**src/rtl/vector3_alu_core_defines.svh**
```systemverilog
// assertion macros for the rtl, used by v3a_front
`ifndef VECTOR3_ALU_CORE_DEFINES_SVH
`define VECTOR3_ALU_CORE_DEFINES_SVH

// same-cycle implication, checked out of reset
`define V3A_ASSERT_NOW(lbl, ante, cons, msg) \
    lbl: assert property (@(posedge i_clk) disable iff (!i_rst_n) (ante) |-> (cons)) \
        else $error(msg);

// next-cycle implication, checked out of reset
`define V3A_ASSERT_NEXT(lbl, ante, cons, msg) \
    lbl: assert property (@(posedge i_clk) disable iff (!i_rst_n) (ante) |=> (cons)) \
        else $error(msg);

`endif

```
**src/rtl/v3a_pkg.sv**
```systemverilog
package v3a_pkg;

    localparam int FRAC_BITS = 16;
    localparam int DW        = 32;
    localparam int SQ_W      = 64;              // sum of three squares
    localparam int RT_W      = 32;              // its square root
    localparam int QB        = FRAC_BITS + 1;   // unit quotient bits
    localparam int ACC_W     = 68;              // exact signed sums
    localparam int SQRT_LAT  = RT_W;
    localparam int DIV_LAT   = QB;
    localparam int SIDE_LAT  = SQRT_LAT + DIV_LAT;
    localparam int Q_DEPTH   = 4;
    localparam int Q_AW      = $clog2(Q_DEPTH);
    localparam int Q_CW      = $clog2(Q_DEPTH + 1);

    typedef enum logic [2:0] {
        CMD_ADD    = 3'd0,
        CMD_SUB    = 3'd1,
        CMD_SCALE  = 3'd2,
        CMD_NEGATE = 3'd3,
        CMD_DOT    = 3'd4,
        CMD_CROSS  = 3'd5,
        CMD_MAG    = 3'd6,
        CMD_UNIT   = 3'd7
    } t_cmd;

    typedef struct packed {
        logic [2:0]           command;
        logic signed [DW-1:0] a_x;
        logic signed [DW-1:0] a_y;
        logic signed [DW-1:0] a_z;
        logic signed [DW-1:0] b_x;
        logic signed [DW-1:0] b_y;
        logic signed [DW-1:0] b_z;
        logic signed [DW-1:0] scale_factor;
    } t_in_item;

    typedef struct packed {
        logic signed [DW-1:0] res_x;
        logic signed [DW-1:0] res_y;
        logic signed [DW-1:0] res_z;
        logic signed [DW-1:0] res_scalar;
        logic                 saturated;
        logic                 zero_length;
    } t_out_item;

    typedef struct packed {
        logic is_add;
        logic is_sub;
        logic is_scale;
        logic is_neg;
        logic is_dot;
        logic is_cross;
        logic is_mag;
        logic is_unit;
    } t_cls;

    typedef struct packed {
        t_cls     cls;
        t_in_item item;
    } t_q_entry;

    typedef struct packed {
        t_cls                  cls;
        t_out_item             res;
        logic [2:0][DW-1:0]    amag;
        logic [2:0]            aneg;
    } t_side;

    typedef struct packed {
        logic signed [DW-1:0] val;
        logic                 sat;
    } t_clamp;

    function automatic logic [DW-1:0] mag32(input logic signed [DW-1:0] v);
        return v[DW-1] ? DW'(-v) : DW'(v);
    endfunction

    function automatic logic signed [ACC_W-1:0] sx(input logic signed [DW-1:0] v);
        return ACC_W'(v);
    endfunction

    // divide by 2^FRAC_BITS, truncating toward zero
    function automatic logic signed [ACC_W-1:0] rescale(input logic signed [ACC_W-1:0] v);
        logic [ACC_W-1:0] m;
        m = v[ACC_W-1] ? ACC_W'(-v) : ACC_W'(v);
        m = m >> FRAC_BITS;
        return v[ACC_W-1] ? -$signed(m) : $signed(m);
    endfunction

    function automatic t_clamp clamp32(input logic signed [ACC_W-1:0] v);
        t_clamp c;
        if (v > sx(32'sh7FFF_FFFF)) begin
            c.val = 32'sh7FFF_FFFF;
            c.sat = 1'b1;
        end else if (v < sx(32'sh8000_0000)) begin
            c.val = 32'sh8000_0000;
            c.sat = 1'b1;
        end else begin
            c.val = DW'(v);
            c.sat = 1'b0;
        end
        return c;
    endfunction

endpackage

```
**src/rtl/v3a_front.sv**
```systemverilog
module v3a_front (
    input  logic                 i_clk,
    input  logic                 i_rst_n,
    input  logic                 i_in_valid,
    output logic                 o_in_ready,
    input  v3a_pkg::t_in_item    i_in_item,
    output logic                 o_q_valid,
    input  logic                 i_q_ready,
    output v3a_pkg::t_q_entry    o_q_entry
);

    v3a_pkg::t_q_entry             r_mem [v3a_pkg::Q_DEPTH];
    logic [v3a_pkg::Q_AW-1:0]      r_wr;
    logic [v3a_pkg::Q_AW-1:0]      r_rd;
    logic [v3a_pkg::Q_CW-1:0]      r_cnt;
    logic                          w_push;
    logic                          w_pop;
    v3a_pkg::t_cls                 w_cls;

    always_comb begin
        w_cls = '0;
        unique case (v3a_pkg::t_cmd'(i_in_item.command))
            v3a_pkg::CMD_ADD:    w_cls.is_add   = 1'b1;
            v3a_pkg::CMD_SUB:    w_cls.is_sub   = 1'b1;
            v3a_pkg::CMD_SCALE:  w_cls.is_scale = 1'b1;
            v3a_pkg::CMD_NEGATE: w_cls.is_neg   = 1'b1;
            v3a_pkg::CMD_DOT:    w_cls.is_dot   = 1'b1;
            v3a_pkg::CMD_CROSS:  w_cls.is_cross = 1'b1;
            v3a_pkg::CMD_MAG:    w_cls.is_mag   = 1'b1;
            v3a_pkg::CMD_UNIT:   w_cls.is_unit  = 1'b1;
            default:             w_cls          = '0;
        endcase
    end

    assign o_in_ready = (r_cnt != v3a_pkg::Q_CW'(v3a_pkg::Q_DEPTH));
    assign o_q_valid  = (r_cnt != '0);
    assign o_q_entry  = r_mem[r_rd];
    assign w_push     = i_in_valid && o_in_ready;
    assign w_pop      = o_q_valid && i_q_ready;

    always_ff @(posedge i_clk) begin
        if (w_push) begin
            r_mem[r_wr] <= '{cls: w_cls, item: i_in_item};
        end
    end

    always_ff @(posedge i_clk) begin
        if (!i_rst_n) begin
            r_wr  <= '0;
            r_rd  <= '0;
            r_cnt <= '0;
        end else begin
            if (w_push) r_wr <= r_wr + 1'b1;
            if (w_pop)  r_rd <= r_rd + 1'b1;
            if (w_push && !w_pop)      r_cnt <= r_cnt + 1'b1;
            else if (w_pop && !w_push) r_cnt <= r_cnt - 1'b1;
        end
    end

`include "vector3_alu_core_defines.svh"

    `V3A_ASSERT_NOW(a_cnt_bound, 1'b1, r_cnt <= v3a_pkg::Q_CW'(v3a_pkg::Q_DEPTH), "queue overfilled")
    `V3A_ASSERT_NEXT(a_cnt_grow, w_push && !w_pop, r_cnt == $past(r_cnt) + 1'b1, "queue count lost a beat")
    `V3A_ASSERT_NOW(a_cls_onehot, o_q_valid, $onehot(o_q_entry.cls), "queued beat not classified")

endmodule

```
**config.mk**
```make
export PLATFORM = sky130hd
export DESIGN_NAME = v3a_front
export DESIGN_NICKNAME = d
export VERILOG_FILES = /design/src/rtl/v3a_pkg.sv /design/src/rtl/v3a_front.sv
export VERILOG_INCLUDE_DIRS = /design/src /design/src/rtl
export SDC_FILE = /design/constraint.sdc
export NUM_CORES = 1
export LEC_CHECK = 0
export ABC_AREA = 0
export ABC_CLOCK_PERIOD_IN_PS = 12400
export BUFFER_PORTS_ARGS = -buffer_cell sky130_fd_sc_hd__buf_2
export CAP_MARGIN = 20
export CORE_MARGIN = 5
export CORE_UTILIZATION = 40
export CTS_BUF_LIST = sky130_fd_sc_hd__clkbuf_4
export DETAILED_ROUTE_END_ITERATION = 10
export GPL_TIMING_DRIVEN = 0
export PLACE_DENSITY = 0.68
export SKIP_LAST_GASP = 1
export SYNTH_ARGS = -nofsm -noshare
export SYNTH_HDL_FRONTEND = slang
export SYNTH_SLANG_ARGS = --single-unit
```
**constraint.sdc**
```tcl
create_clock -name i_clk -period 12.4 [get_ports i_clk]
set_clock_uncertainty 0.2 [all_clocks]
set_input_delay 0.62 -clock i_clk [delete_from_list [all_inputs] [get_ports i_clk]]
set_output_delay 0.62 -clock i_clk [all_outputs]
set_load 0.01 [all_outputs]
```
# After elaboration in Yosys (flattened, before gate mapping)
# Memories as Yosys holds them, arrays and structs flattened. A register that Yosys moved wholly into a read port is not among the register bits.
# Cells that the tools add are included.
word_totals:
  reg_bits: 7
  ram_bits: 940
  inputBits: 231
  out_inout_bits: 237
  wordCells: 39
  memories: 1
op_classes:
  add_sub_neg: 4
  n_eq_ne: 8
  muxes: 14
  reduce_logical: 9
mem_list:
  columns: ["memory", "words", "width", "rd", "rd_clocked_by_memory_dff", "write_ports", "line_no", "text"]
  rows:
  - ["r_mem", 4, 235, 1, 1, 1, "v3a_front.sv:12", "v3a_pkg::t_q_entry r_mem [v3a_pkg::Q_DEPTH];"]
op_table:
  columns: ["op", "n"]
  rows:
  - ["$eq 3x3->1 const B", 4]
  - ["$mux 1", 10]
  - ["$eq 3x2->1 const B", 2]
  - ["$mux 3", 2]
  - ["$add 2x1->2 const B", 2]
  - ["$logic_and 1x1->1", 4]
  - ["$mux 2", 2]
  - ["$add 3x1->3 const B", 1]
  - ["$eq 3x1->1 const B", 1]
  - ["$logic_not 3->1", 1]
  - ["$ne 3x3->1 const B", 1]
  - ["$reduce_bool 3->1", 1]
  - ["$sub 3x1->3 const B", 1]
  - ["$logic_not 1->1", 2]
  - ["$reduce_bool 2->1", 1]

# Logic depth before layout (Yosys ltp)
# Gate-level depths: netlist (run 1).
depth:
  depth_word: 6
  mapped_depth: 8
  depth_no_buf: 8

# Worst setup path before layout (run 1)
# No wires, ideal clock.
synth_timing:
  kind: "input -> register"
  startpoint: "input i_in_valid"
  endpoint: "memory r_mem[0][0] (netlist name) (enable)"
  setup_ns: 0.625
  t_arrival_ns: 6.281
  required_time_ns: 11.575
  path_slack_ns: 5.294
  cell_stages: 2
  path_buffers: 0
  path_cell_list: "a21boi_2 > and2_1"
synth_via:
  elab_chain_len: 3
synth_rtl:
  columns: ["element", "line_no", "text"]
  rows:
  - ["start: declaration", "v3a_front.sv:4", "input logic i_in_valid,"]
  - ["$logic_and 1x1->1", "v3a_front.sv:38", "assign w_push = i_in_valid && o_in_ready;"]
  - ["$mux 1", "v3a_front.sv:42", "if (w_push) begin"]
  - ["$mux 1 (not written as such)", "v3a_front.sv:43", "r_mem[r_wr] <= '{cls: w_cls, item: i_in_item};"]
  - ["end: declaration", "v3a_front.sv:12", null]
# Every way passes these cells.

==> key figures, run 1 <==
Synthesis
  – Synth Register Bits: 949
  – Area share of the largest cell type after synthesis: 82.0%
  – Post-Syn Area per Cell: 26.8 µm²
  – Top_reg_cell synth: edfxtp_1
  – Largest family of logic cells by synthesized area: multiplexers
  – Synthesized cell area: 34400 µm²
  – Syn Inst Count: 1284
  – Leading post-synthesis cells by cell area: edfxtp_1 (82%), mux4_2 (15%), buf_6 (0.59%), dfxtp_1 (0.52%), buf_2 (0.38%)
  – Post-synth top area cell: edfxtp_1
  – Post-Synth Adder-Cell Area: 0.240%
  – Post-Syn Nets: 1521
  – EDFF count, synth: 940
  – Distinct cells, synth: 27
  – Syn. warnings: 0
  – Post-Synth Simple-Gate Area: 0.436%
  – XOR/XNOR share of the synthesized area: 0.102%
  – Synth Area in Compound Gates: 0.116%
  – Seq/Total Area, Yosys: 82.5%
  – Ys async rst share: 0%
  – Mux cell area share after synthesis: 15.5%
  – Most common cell in the netlist: edfxtp_1
  – List of most frequent post-synthesis cells: edfxtp_1 (940), mux4_2 (235), buf_2 (26)

Route
  – Drt total wl: 79000 µm
  – Avg WL per Cell: 21.0 µm
  – Post-route ant nets: 0
  – Drt drc: 0
  – Via-to-Cell Ratio: 4.87
  – Drt pass-1 iters: 5
  – Iter 0 DRT Violations: 1116
  – Routed via count: 18300

Setup path
  – Critical path type: flop to output port
  – Setup crit start kind: flop
  – Worst-path fanout max: 10
  – Crit path capture type: output port
  – Worst Path Arrival: 3.21 ns
  – Critical Path RT: 11.58 ns

Global route
  – Vias in the first global route: 20300
  – GR Util All Layers: 17.0%
  – Largest net degree at the start of global routing: 55
  – Gr ovfl total: 0
  – Initial antenna violation count: 12
  – First-pass GRT wire length: 118000 µm

Placement
  – RePlAce Congestion: 0.701
  – Input/output buffers: 466
  – Post-Place Cells: 2914
  – Post-DP HPWL: 47200 µm

Timing
  – Final min period: 4.03 ns
  – Achievable frequency: 0.248 GHz
  – Total Neg Setup Slack: 0 ns
  – Worst-margin pin slew: 0.726 ns
  – Final Max Slew Viols: 0
  – Final Hold Vio Count: 0
  – Final Cycle Share: 32.5%
  – Unrepaired setup endpoints after global routing: no
  – Max_slew headroom: 51.6%
  – Final setup fails: 0

Layout
  – Final core utilization: 53.9%
  – FF/Latch Area: 28400 µm²
  – Area occupied by multi-input gates: 5640 µm²
  – Finished Layout Cells: 3761
  – Layout cells sized above 1: 42.6%
  – Fill count: 6512
  – Area grow syn2layout: 33.6%
  – Layout net count: 2681

Clock tree
  – H-tree levels: 4
  – Post-CTS Resized: 0
  – Clock latency on the worst-skew pair: 1.08 ns
  – Clock transition at path regs: 0.06 ns
  – CTS tree: yes
  – Root Buffer: clkbuf_4
  – Clk sinks: 949
  – Max clock buf depth: 3
  – TritonCTS Buffers: 231

Flow run
  – Max Cap Viol: 0

Floorplanning
  – Rows: 107
  – Core area: 85300 µm²
  – Die area: 92000 µm²
  – Die width: 303 µm
  – I/O pins: 468
  – Initial Util: 40.4%
  – Die height: 303 µm

Power
  – Leak: 15.9 nW
  – VDD IR max: 0.136 mV
  – PwrDens: 188 nW/µm²

Outcome
  – Status: complete, no violations

Worst hold path
  – Hold Crit Class: primary input to flop
==> layout make-up <==
type	count	area share [%]
Timing Repair Buffer	927	15.8
Antenna cell	14	0.0762
Inverter	3	0.0245
Sequential cell	949	61.8
Multi-Input combinational cell	279	12.3
Tap cell	1144	3.11
Clock inverter	74	0.963
Buffer	53	0.797
Clock buffer	318	5.19
==> placed cells by master (no fill, tap or decap), drive strengths merged, types with 6 or more instances in the layout <==
master / n
diode: 14
dlygate4sd3: 441
nand2: 6
edfxtp: 940
inv: 12
and2: 8
mux4: 235
clkbuf: 320
dfxtp: 9
clkinv: 61
buf: 537
==> sequential cells by signal (all words and copies together) (netlist names), named ones only <==
signal,cells
r_rd,2
r_wr,2
r_mem,940
r_cnt,3
==> kinds of logic after synthesis <==
family	Yosys count
adder cells (fa/ha/maj)	6
multiplexers	238
buffers and inverters	56
flip-flops	949
AND/OR/NAND/NOR	26
XOR/XNOR	4
AO/OA/AOI/OAI	5
==> metal layers <==
metal	track usage (%)	wire length, µm	up-vias
met2	29.1	40700	686
met4	5.97	1650	6
li1	-	-	8085
met1	19.9	29900	9420
met5	0	33	-
met3	6.35	6810	129
==> where the power goes <==
part | internal [mW] | switching, mW | total [mW]
Sequential | 3.89 | 0.0758 | 3.96
Clock | 1.27 | 1.20 | 2.47
Combinational | 1.06 | 1.15 | 2.21
Total | 6.22 | 2.42 | 8.64
==> metrics by stage <==
step	cell area, µm²	hold slack [ns]	setup WS (ns)	total power, mW
2_1_floorplan	34400	0.268	5.29	5.36
3_3_place_gp	38200	0.286	0.635	6.23
3_5_place_dp	38700	0.301	9.28	6.16
4_1_cts	46000	0.000407	8.04	8.76
5_1_grt	46000	-0.00714	7.99	9.10
6_report	46000	0.181	8.37	8.64
==> critical path: stages (launching register included) <==
cell,delay (ns)
dfxtp_1,0.31
buf_2,0.36
buf_2,0.45
buf_2,0.40
mux4_2,0.41
buf_2,0.17
==> worst paths after layout <==
path	start	end	slack [ns]	cells past startpoint
min	i_in_item[116]	r_mem[2][116]$_DFFE_PP_	0.18	2
max reg2reg	r_cnt[0]$_SDFFE_PN0P_	r_mem[2][162]$_DFFE_PP_	9.37	6
max	flop	o_q_entry[126]	8.37	5
min reg2reg	r_wr[1]$_SDFFE_PN0P_	r_wr[1]$_SDFFE_PN0P_	0.32	2
==> what timing repair did <==
| item | in CTS | in global routing |
|---|---|---|
| endpoints found under the hold margin | 1001 | 0 |
| hold buffers | 441 | 0 |
| buffers inserted | 0 | 0 |
Power figures use the tool's default switching activity.
==> run 2, diff against run 1 <==
--- a/config.mk
+++ b/config.mk
@@ -7,7 +7,7 @@
 export NUM_CORES = 1
 export LEC_CHECK = 0
 export ABC_AREA = 0
-export ABC_CLOCK_PERIOD_IN_PS = 12400
+export ABC_CLOCK_PERIOD_IN_PS = 4030
 export BUFFER_PORTS_ARGS = -buffer_cell sky130_fd_sc_hd__buf_2
 export CAP_MARGIN = 20
 export CORE_MARGIN = 5
==> constraint.sdc (replaced) <==
create_clock -name i_clk -period 4.03 [get_ports i_clk]
set_clock_uncertainty 0.2 [all_clocks]
set_input_delay 0.2015 -clock i_clk [delete_from_list [all_inputs] [get_ports i_clk]]
set_output_delay 0.2015 -clock i_clk [all_outputs]
set_load 0.01 [all_outputs]
==> run 2 against run 1 <==
Compared with the run above: sequential power rose to 3.1 times the previous value; die area unchanged; routed wire length shrank 1.0%; setup slack worse by 8.0 ns; critical endpoint is now o_q_entry[120]; sequential cell count is the same; highest routed layer unchanged.
==> key figures, run 2 (synthesized netlist as in run 1, its figures left out) <==
Route
  – Post-route ant nets: 0 (unchanged)
  – Avg WL per Cell: 20.7 µm (was 21.0 µm)
  – Drt drc: 0 (unchanged)
  – Routed via count: 18400 (was 18300)
  – Iter 0 DRT Violations: 1203 (was 1116)
  – Via-to-Cell Ratio: 4.85 (was 4.87)
  – Drt pass-1 iters: 5 (unchanged)
  – Drt total wl: 78200 µm (was 79000 µm)

Layout
  – Register bank with the most flops: r_mem (unchanged)
  – Final core utilization: 54.3% (was 53.9%)
  – FF/Latch Area: 28400 µm² (unchanged)
  – Most common cell after layout, fill and taps aside: edfxtp_1 (unchanged)
  – Max reg flops: 940 (unchanged)
  – Layout cells sized above 1: 42.9% (was 42.6%)
  – Area grow syn2layout: 34.5% (was 33.6%)
  – Biggest regs: r_mem x940, r_cnt x3 (unchanged)
  – Most frequent cells in the layout: edfxtp_1 (940), buf_2 (492), dlygate4sd3_1 (463) (was edfxtp_1 (940), buf_2 (492), dlygate4sd3_1 (441))
  – Fill count: 6418 (was 6512)
  – Final Cell Area: 46300 µm² (was 46000 µm²)
  – Layout net count: 2698 (was 2681)
  – Area occupied by multi-input gates: 5640 µm² (unchanged)

Power
  – Switching part of the total: 28.0% (about the same)
  – Net Sw Power: 7.53 mW (was 2.42 mW)
  – Internal: 19.4 mW (was 6.22 mW)
  – VDD IR max: 0.392 mV (was 0.136 mV)
  – Total power: 26.9 mW (was 8.64 mW)
  – PwrDens: 582 nW/µm² (was 188 nW/µm²)
  – Part of the power in registers: 45.3% (was 45.9%)
  – Combinational Power Share: 25.4% (was 25.6%)
  – Clock share of power: 29.3% (was 28.6%)
  – Leak: 16.1 nW (was 15.9 nW)

Timing
  – Final setup fails: 0 (unchanged)
  – Max_slew headroom: 39.9% (was 51.6%)
  – Final WS setup: 0.401 ns (was 8.37 ns)
  – Final Hold Vio Count: 0 (unchanged)
  – Total Neg Setup Slack: 0 ns (unchanged)
  – Final Max Slew Viols: 0 (unchanged)
  – Unrepaired setup endpoints after global routing: no (unchanged)
  – Final min period: 3.63 ns
  – Achievable frequency: 0.276 GHz
  – Final Cycle Share: 90.1%
  – Worst-margin pin slew: 0.901 ns (was 0.726 ns)

Clock tree
  – Clk sinks: 949 (unchanged)
  – Post-CTS Resized: 0 (unchanged)
  – Root Buffer: clkbuf_4 (unchanged)
  – H-tree levels: 4 (unchanged)
  – Hold-fix buffers, CTS: 463 (was 441)
  – TritonCTS Buffers: 229 (was 231)
  – Post-CTS setup buffers: 0 (unchanged)
  – CTS tree: yes (unchanged)
  – Max clock buf depth: 3 (unchanged)
  – Clock latency on the worst-skew pair: 1.02 ns (was 1.08 ns)
  – Clock transition at path regs: 0.09 ns (was 0.06 ns)

Setup path
  – Critical Path RT: 3.63 ns (was 11.58 ns)
  – Worst-path fanout max: 10 (unchanged)
  – Critical path type: flop to output port (unchanged)
  – Worst Path Arrival: 3.23 ns (was 3.21 ns)
  – Setup crit start kind: flop (unchanged)
  – Crit path capture type: output port (unchanged)
  – R2R Path Start: r_cnt[0]$_SDFFE_PN0P_ (unchanged)

Global route
  – Vias in the first global route: 20200 (was 20300)
  – Met2 Resource Use GR: 29.4% (was 29.1%)
  – Largest net degree at the start of global routing: 54 (was 55)
  – GR Util All Layers: 17.0% (about the same)
  – Initial antenna violation count: 12 (unchanged)
  – Gr ovfl total: 0 (unchanged)
  – Global route hottest layer: met2 (unchanged)
  – Met3 Use GR: 5.92% (was 6.35%)
  – Met1 usage: 19.4% (was 19.9%)
  – First-pass GRT wire length: 118000 µm (about the same)

Outcome
  – Status: complete, no violations (unchanged)

Placement
  – Pre-CTS WS: 0.933 ns (was 9.28 ns)
  – RePlAce Congestion: 0.716 (was 0.701)
  – Input/output buffers: 466 (unchanged)
  – Area post-placement: 38600 µm² (was 38700 µm²)
  – Post-DP HPWL: 46200 µm (was 47200 µm)

Floorplanning
  – I/O pins: 468 (unchanged)
  – Die area: 92000 µm² (unchanged)
  – Die height: 303 µm (unchanged)
  – Rows: 107 (unchanged)
  – Initial Util: 40.4% (unchanged)
  – Core area: 85300 µm² (unchanged)
  – Die width: 303 µm (unchanged)

Worst hold path
  – Hold Crit Class: primary input to flop (unchanged)
  – Worst hold start: i_in_item[70] (was i_in_item[116])

Flow run
  – Max Cap Viol: 0 (unchanged)
## run 2: changes by cell type in the layout (fill, tap and decap cells not counted), moves of 2 or more
cell	previous run	this run
diode_2	14	9
buf_12	4	1
inv_6	6	4
clkbuf_4	318	336
clkinv_8	0	3
clkinv_1	52	40
dlygate4sd3_1	441	463
clkinvlp_4	0	3
## run 2: through the flow
stage / std cells / hold WS (ns)
after floorplan: 1284 / 0.100
after global placement: 2894 / 0.210
after detailed placement: 2911 / 0.218
after CTS: 3776 / 0.0204
after global routing: 3785 / 0.0873
final: 3785 / 0.247
## run 2: routing by layer
metal / vias up / part of all wire (%) / wire length, µm
met4: 4 / 2.9 / 2260
met3: 151 / 8.0 / 6230
met2: 653 / 53 / 41300
met5: - / 0.043 / 34
met1: 9414 / 36 / 28400
li1: 8130 / - / -
## run 2: critical path: stages, from the launching register on
cell     delay [ns]
dfxtp_1        0.31
buf_2          0.35
buf_2          0.46
buf_2          0.39
mux4_2         0.49
buf_2          0.19
## run 2: power groups by stage
| stage | sequential (mW) | combinational [mW] | clock [mW] |
|---|---|---|---|
| floorplan | 12.4 | 3.93 | 0 |
| CTS | 12.2 | 6.97 | 8.12 |
| finish | 12.2 | 6.84 | 7.90 |
| detailed placement | 12.4 | 6.56 | 0 |
| global placement | 12.6 | 6.36 | 0 |
| global route | 12.2 | 7.33 | 8.75 |
## run 2: area by class of cell
class | instances | share of cell area [%]
Antenna cell | 9 | 0.0486
Buffer | 53 | 0.792
Clock buffer | 336 | 5.45
Clock inverter | 66 | 1.03
Inverter | 3 | 0.0243
Multi-Input combinational cell | 279 | 12.2
Sequential cell | 949 | 61.3
Tap cell | 1144 | 3.09
Timing Repair Buffer | 946 | 16.0
## run 2: path summary, 6_finish.rpt
kind                            cells past startpoint  slack, ns                endpoint
worst max register to register                      9       0.82   r_cnt[2]$_SDFFE_PN0P_
worst max-delay path                                5       0.40          o_q_entry[120]
worst min register to register                      2       0.31    r_wr[0]$_SDFFE_PN0P_
worst min-delay path                                3       0.25  r_mem[3][70]$_DFFE_PP_
==> run 3, diff against run 2 <==
--- a/config.mk
+++ b/config.mk
@@ -10,7 +10,6 @@
 export ABC_CLOCK_PERIOD_IN_PS = 4030
 export BUFFER_PORTS_ARGS = -buffer_cell sky130_fd_sc_hd__buf_2
 export CAP_MARGIN = 20
-export CORE_MARGIN = 5
 export CORE_UTILIZATION = 40
 export CTS_BUF_LIST = sky130_fd_sc_hd__clkbuf_4
 export DETAILED_ROUTE_END_ITERATION = 10
==> run 3 against run 2 <==
Compared with the run above: cell count grew 0.21%; via count is 1.2% lower; critical path type is now flop to flop; sequential power is essentially flat; count of clock-buffer cells in the layout rose by 1; clock power shrank 3.2%; die area decreased by 5.2%; combinational power is 1% lower; non-clock buffer count increased by 3; critical path depth is 3 higher.
==> key figures, run 3 (synthesized netlist as in run 1, its figures left out) <==
Layout
  – Register bank with the most flops: r_mem (unchanged)
  – Most frequent cells in the layout: edfxtp_1 (940), buf_2 (492), dlygate4sd3_1 (465) (was edfxtp_1 (940), buf_2 (492), dlygate4sd3_1 (463))
  – Layout cells sized above 1: 42.5% (was 42.9%)
  – Layout net count: 2701 (was 2698)
  – Max reg flops: 940 (unchanged)
  – Biggest regs: r_mem x940, r_cnt x3 (unchanged)
  – Fill count: 6538 (was 6418)
  – FF/Latch Area: 28400 µm² (unchanged)
  – Area grow syn2layout: 34.4% (was 34.5%)
  – Final Cell Area: 46300 µm² (about the same)
  – Area occupied by multi-input gates: 5640 µm² (unchanged)
  – Most common cell after layout, fill and taps aside: edfxtp_1 (unchanged)

Worst hold path
  – Hold-critical path endpoint: r_mem[0][131]$_DFFE_PP_ (was r_mem[3][70]$_DFFE_PP_)
  – Worst hold start: i_in_item[131] (was i_in_item[70])
  – Hold Crit Class: primary input to flop (unchanged)
  – Min-Delay Path Depth: 3 (unchanged)

Floorplanning
  – Core area: 85100 µm² (was 85300 µm²)
  – Rows: 107 (unchanged)
  – Die width: 295 µm (was 303 µm)
  – Die area: 87200 µm² (was 92000 µm²)
  – Initial Util: 40.4% (about the same)
  – Die height: 295 µm (was 303 µm)
  – I/O pins: 468 (unchanged)

Timing
  – Achievable frequency: 0.261 GHz (was 0.276 GHz)
  – Unrepaired setup endpoints after global routing: no (unchanged)
  – Worst-margin pin slew: 0.731 ns (was 0.901 ns)
  – WHS: 0.266 ns (was 0.247 ns)
  – Final Max Slew Viols: 0 (unchanged)
  – Final Cycle Share: 95.0% (was 90.1%)
  – Final setup fails: 0 (unchanged)
  – Final min period: 3.83 ns (was 3.63 ns)
  – Final Hold Vio Count: 0 (unchanged)
  – Max_slew headroom: 51.2% (was 39.9%)

Clock tree
  – Clock transition at path regs: 0.07 ns (was 0.09 ns)
  – TritonCTS Buffers: 229 (unchanged)
  – Root Buffer: clkbuf_4 (unchanged)
  – H-tree levels: 4 (unchanged)
  – Clk sinks: 949 (unchanged)
  – Max clock buf depth: 3 (unchanged)
  – Clock latency on the worst-skew pair: 1.05 ns (was 1.02 ns)
  – Post-CTS Resized: 0 (unchanged)
  – CTS tree: yes (unchanged)

Setup path
  – Worst-path fanout max: 7 (was 10)
  – Critical Path RT: 4.83 ns (was 3.63 ns)
  – FF-to-FF End: r_cnt[2]$_SDFFE_PN0P_ (unchanged)
  – Crit path capture type: flop (was output port)
  – Critical path type: flop to flop (was flop to output port)
  – FF-to-FF setup slack: 0.20 ns (was 0.82 ns)
  – R2R Path Start: r_cnt[0]$_SDFFE_PN0P_ (unchanged)
  – R2R depth: 8 (was 9)
  – Setup crit start kind: flop (unchanged)
  – Worst Path Arrival: 4.63 ns (was 3.23 ns)

Route
  – Routed via count: 18100 (was 18400)
  – Drt drc: 0 (unchanged)
  – Drt total wl: 76300 µm (was 78200 µm)
  – Via-to-Cell Ratio: 4.78 (was 4.85)
  – Drt pass-1 iters: 5 (unchanged)
  – Post-route ant nets: 0 (unchanged)
  – Avg WL per Cell: 20.1 µm (was 20.7 µm)
  – Iter 0 DRT Violations: 951 (was 1203)

Placement
  – RePlAce Congestion: 0.729 (was 0.716)
  – Area post-placement: 38700 µm² (was 38600 µm²)
  – Post-DP HPWL: 44900 µm (was 46200 µm)
  – Input/output buffers: 466 (unchanged)

Global route
  – Initial antenna violation count: 10 (was 12)
  – GR Util All Layers: 17.5% (was 17.0%)
  – First-pass GRT wire length: 114000 µm (was 118000 µm)
  – Gr ovfl total: 0 (unchanged)
  – Largest net degree at the start of global routing: 58 (was 54)
  – Vias in the first global route: 20400 (was 20200)

Power
  – VDD IR max: 0.433 mV (was 0.392 mV)
  – PwrDens: 575 nW/µm² (was 582 nW/µm²)
  – Leak: 16.1 nW (about the same)

Flow run
  – Max Cap Viol: 0 (unchanged)

Outcome
  – Status: complete, no violations (unchanged)
run 3: cell types whose count changed in the layout (fill, tap and decap cells not counted), moves of 2 or more:
| cell | delta |
|---|---|
| clkinv_1 | +15 |
| clkinv_2 | -2 |
| bufinv_16 | -4 |
| diode_2 | -4 |
| clkinv_8 | -2 |
| inv_8 | +2 |
| dlygate4sd3_1 | +2 |
run 3: layer usage:
metal  wire length, µm  track usage [%]  up-vias  share of wire, %
li1                  -                -     8151                 -
met5                55                0        -             0.072
met1             28600             19.6     9254                37
met2             40300             30.3      599                53
met3              5850             6.41      111               7.7
met4              1510             6.71        8               2.0
run 3: cell type report:
cell class              count  area share (%)
diodes                      5          0.0270
plain buffers              53           0.793
clock buffers             337            5.47
clock inverters            74           0.828
inverters                   3          0.0243
multi-input cells         279            12.2
flip-flops and latches    949            61.4
well taps                1144            3.09
repair buffers            949            16.2
run 3: worst max-delay path, cell delays in order, from the launching register on:
cell and delay, ns:
dfxtp_1 0.47, nor2_1 0.12, a21boi_2 0.38, ha_1 0.30, dlygate4sd3_1 0.64, or3_1 0.40
dlygate4sd3_1 0.55, a21boi_0 0.17, dlygate4sd3_1 0.56
run 3: worst max path at each step:
stage / startpoint / endpoint / slack, ns / cells after the start
final: r_cnt[0]$_SDFFE_PN0P_ / r_cnt[2]$_SDFFE_PN0P_ / 0.20 / 8
after global routing: r_cnt[0]$_SDFFE_PN0P_ / r_cnt[2]$_SDFFE_PN0P_ / 0.05 / 8
after CTS: flop / o_q_entry[151] / 0.16 / 5
after detailed placement: r_cnt[0]$_SDFFE_PN0P_ / r_mem[1][155]$_DFFE_PP_ / 1.04 / 5
after global placement: r_cnt[0]$_SDFFE_PN0P_ / r_mem[3][135]$_DFFE_PP_ / -2.75 / 3
after floorplan: r_cnt[0]$_SDFFE_PN0P_ / r_mem[0][0]$_DFFE_PP_ / -0.32 / 3
run 3: where the power goes:
part / leakage [nW] / internal (mW) / switching, mW
Sequential: 8.70 / 12.0 / 0.229
Clock: 1.72 / 3.91 / 3.74
Combinational: 5.65 / 3.28 / 3.47
run 3: repair_timing:
action                                   CTS  global route
endpoints found under the setup margin     0             0
setup buffers                              0             0
endpoints found under the hold margin   1304             0
hold buffers                             465             0
run 3: stage by stage:
step / TNS (ns) / cells / util, % / power (mW) / setup WS, ns
floorplan: -304.72 / 1284 / - / 16.4 / -0.324
global placement: -2556.62 / 2894 / 44.8 / 18.8 / -2.75
detailed placement: 0 / 2912 / 45.4 / 18.9 / 1.04
CTS: 0 / 3788 / 54.3 / 26.9 / 0.161
global route: 0 / 3793 / 54.3 / 27.9 / 0.0505
finish: 0 / 3793 / 54.3 / 26.6 / 0.201
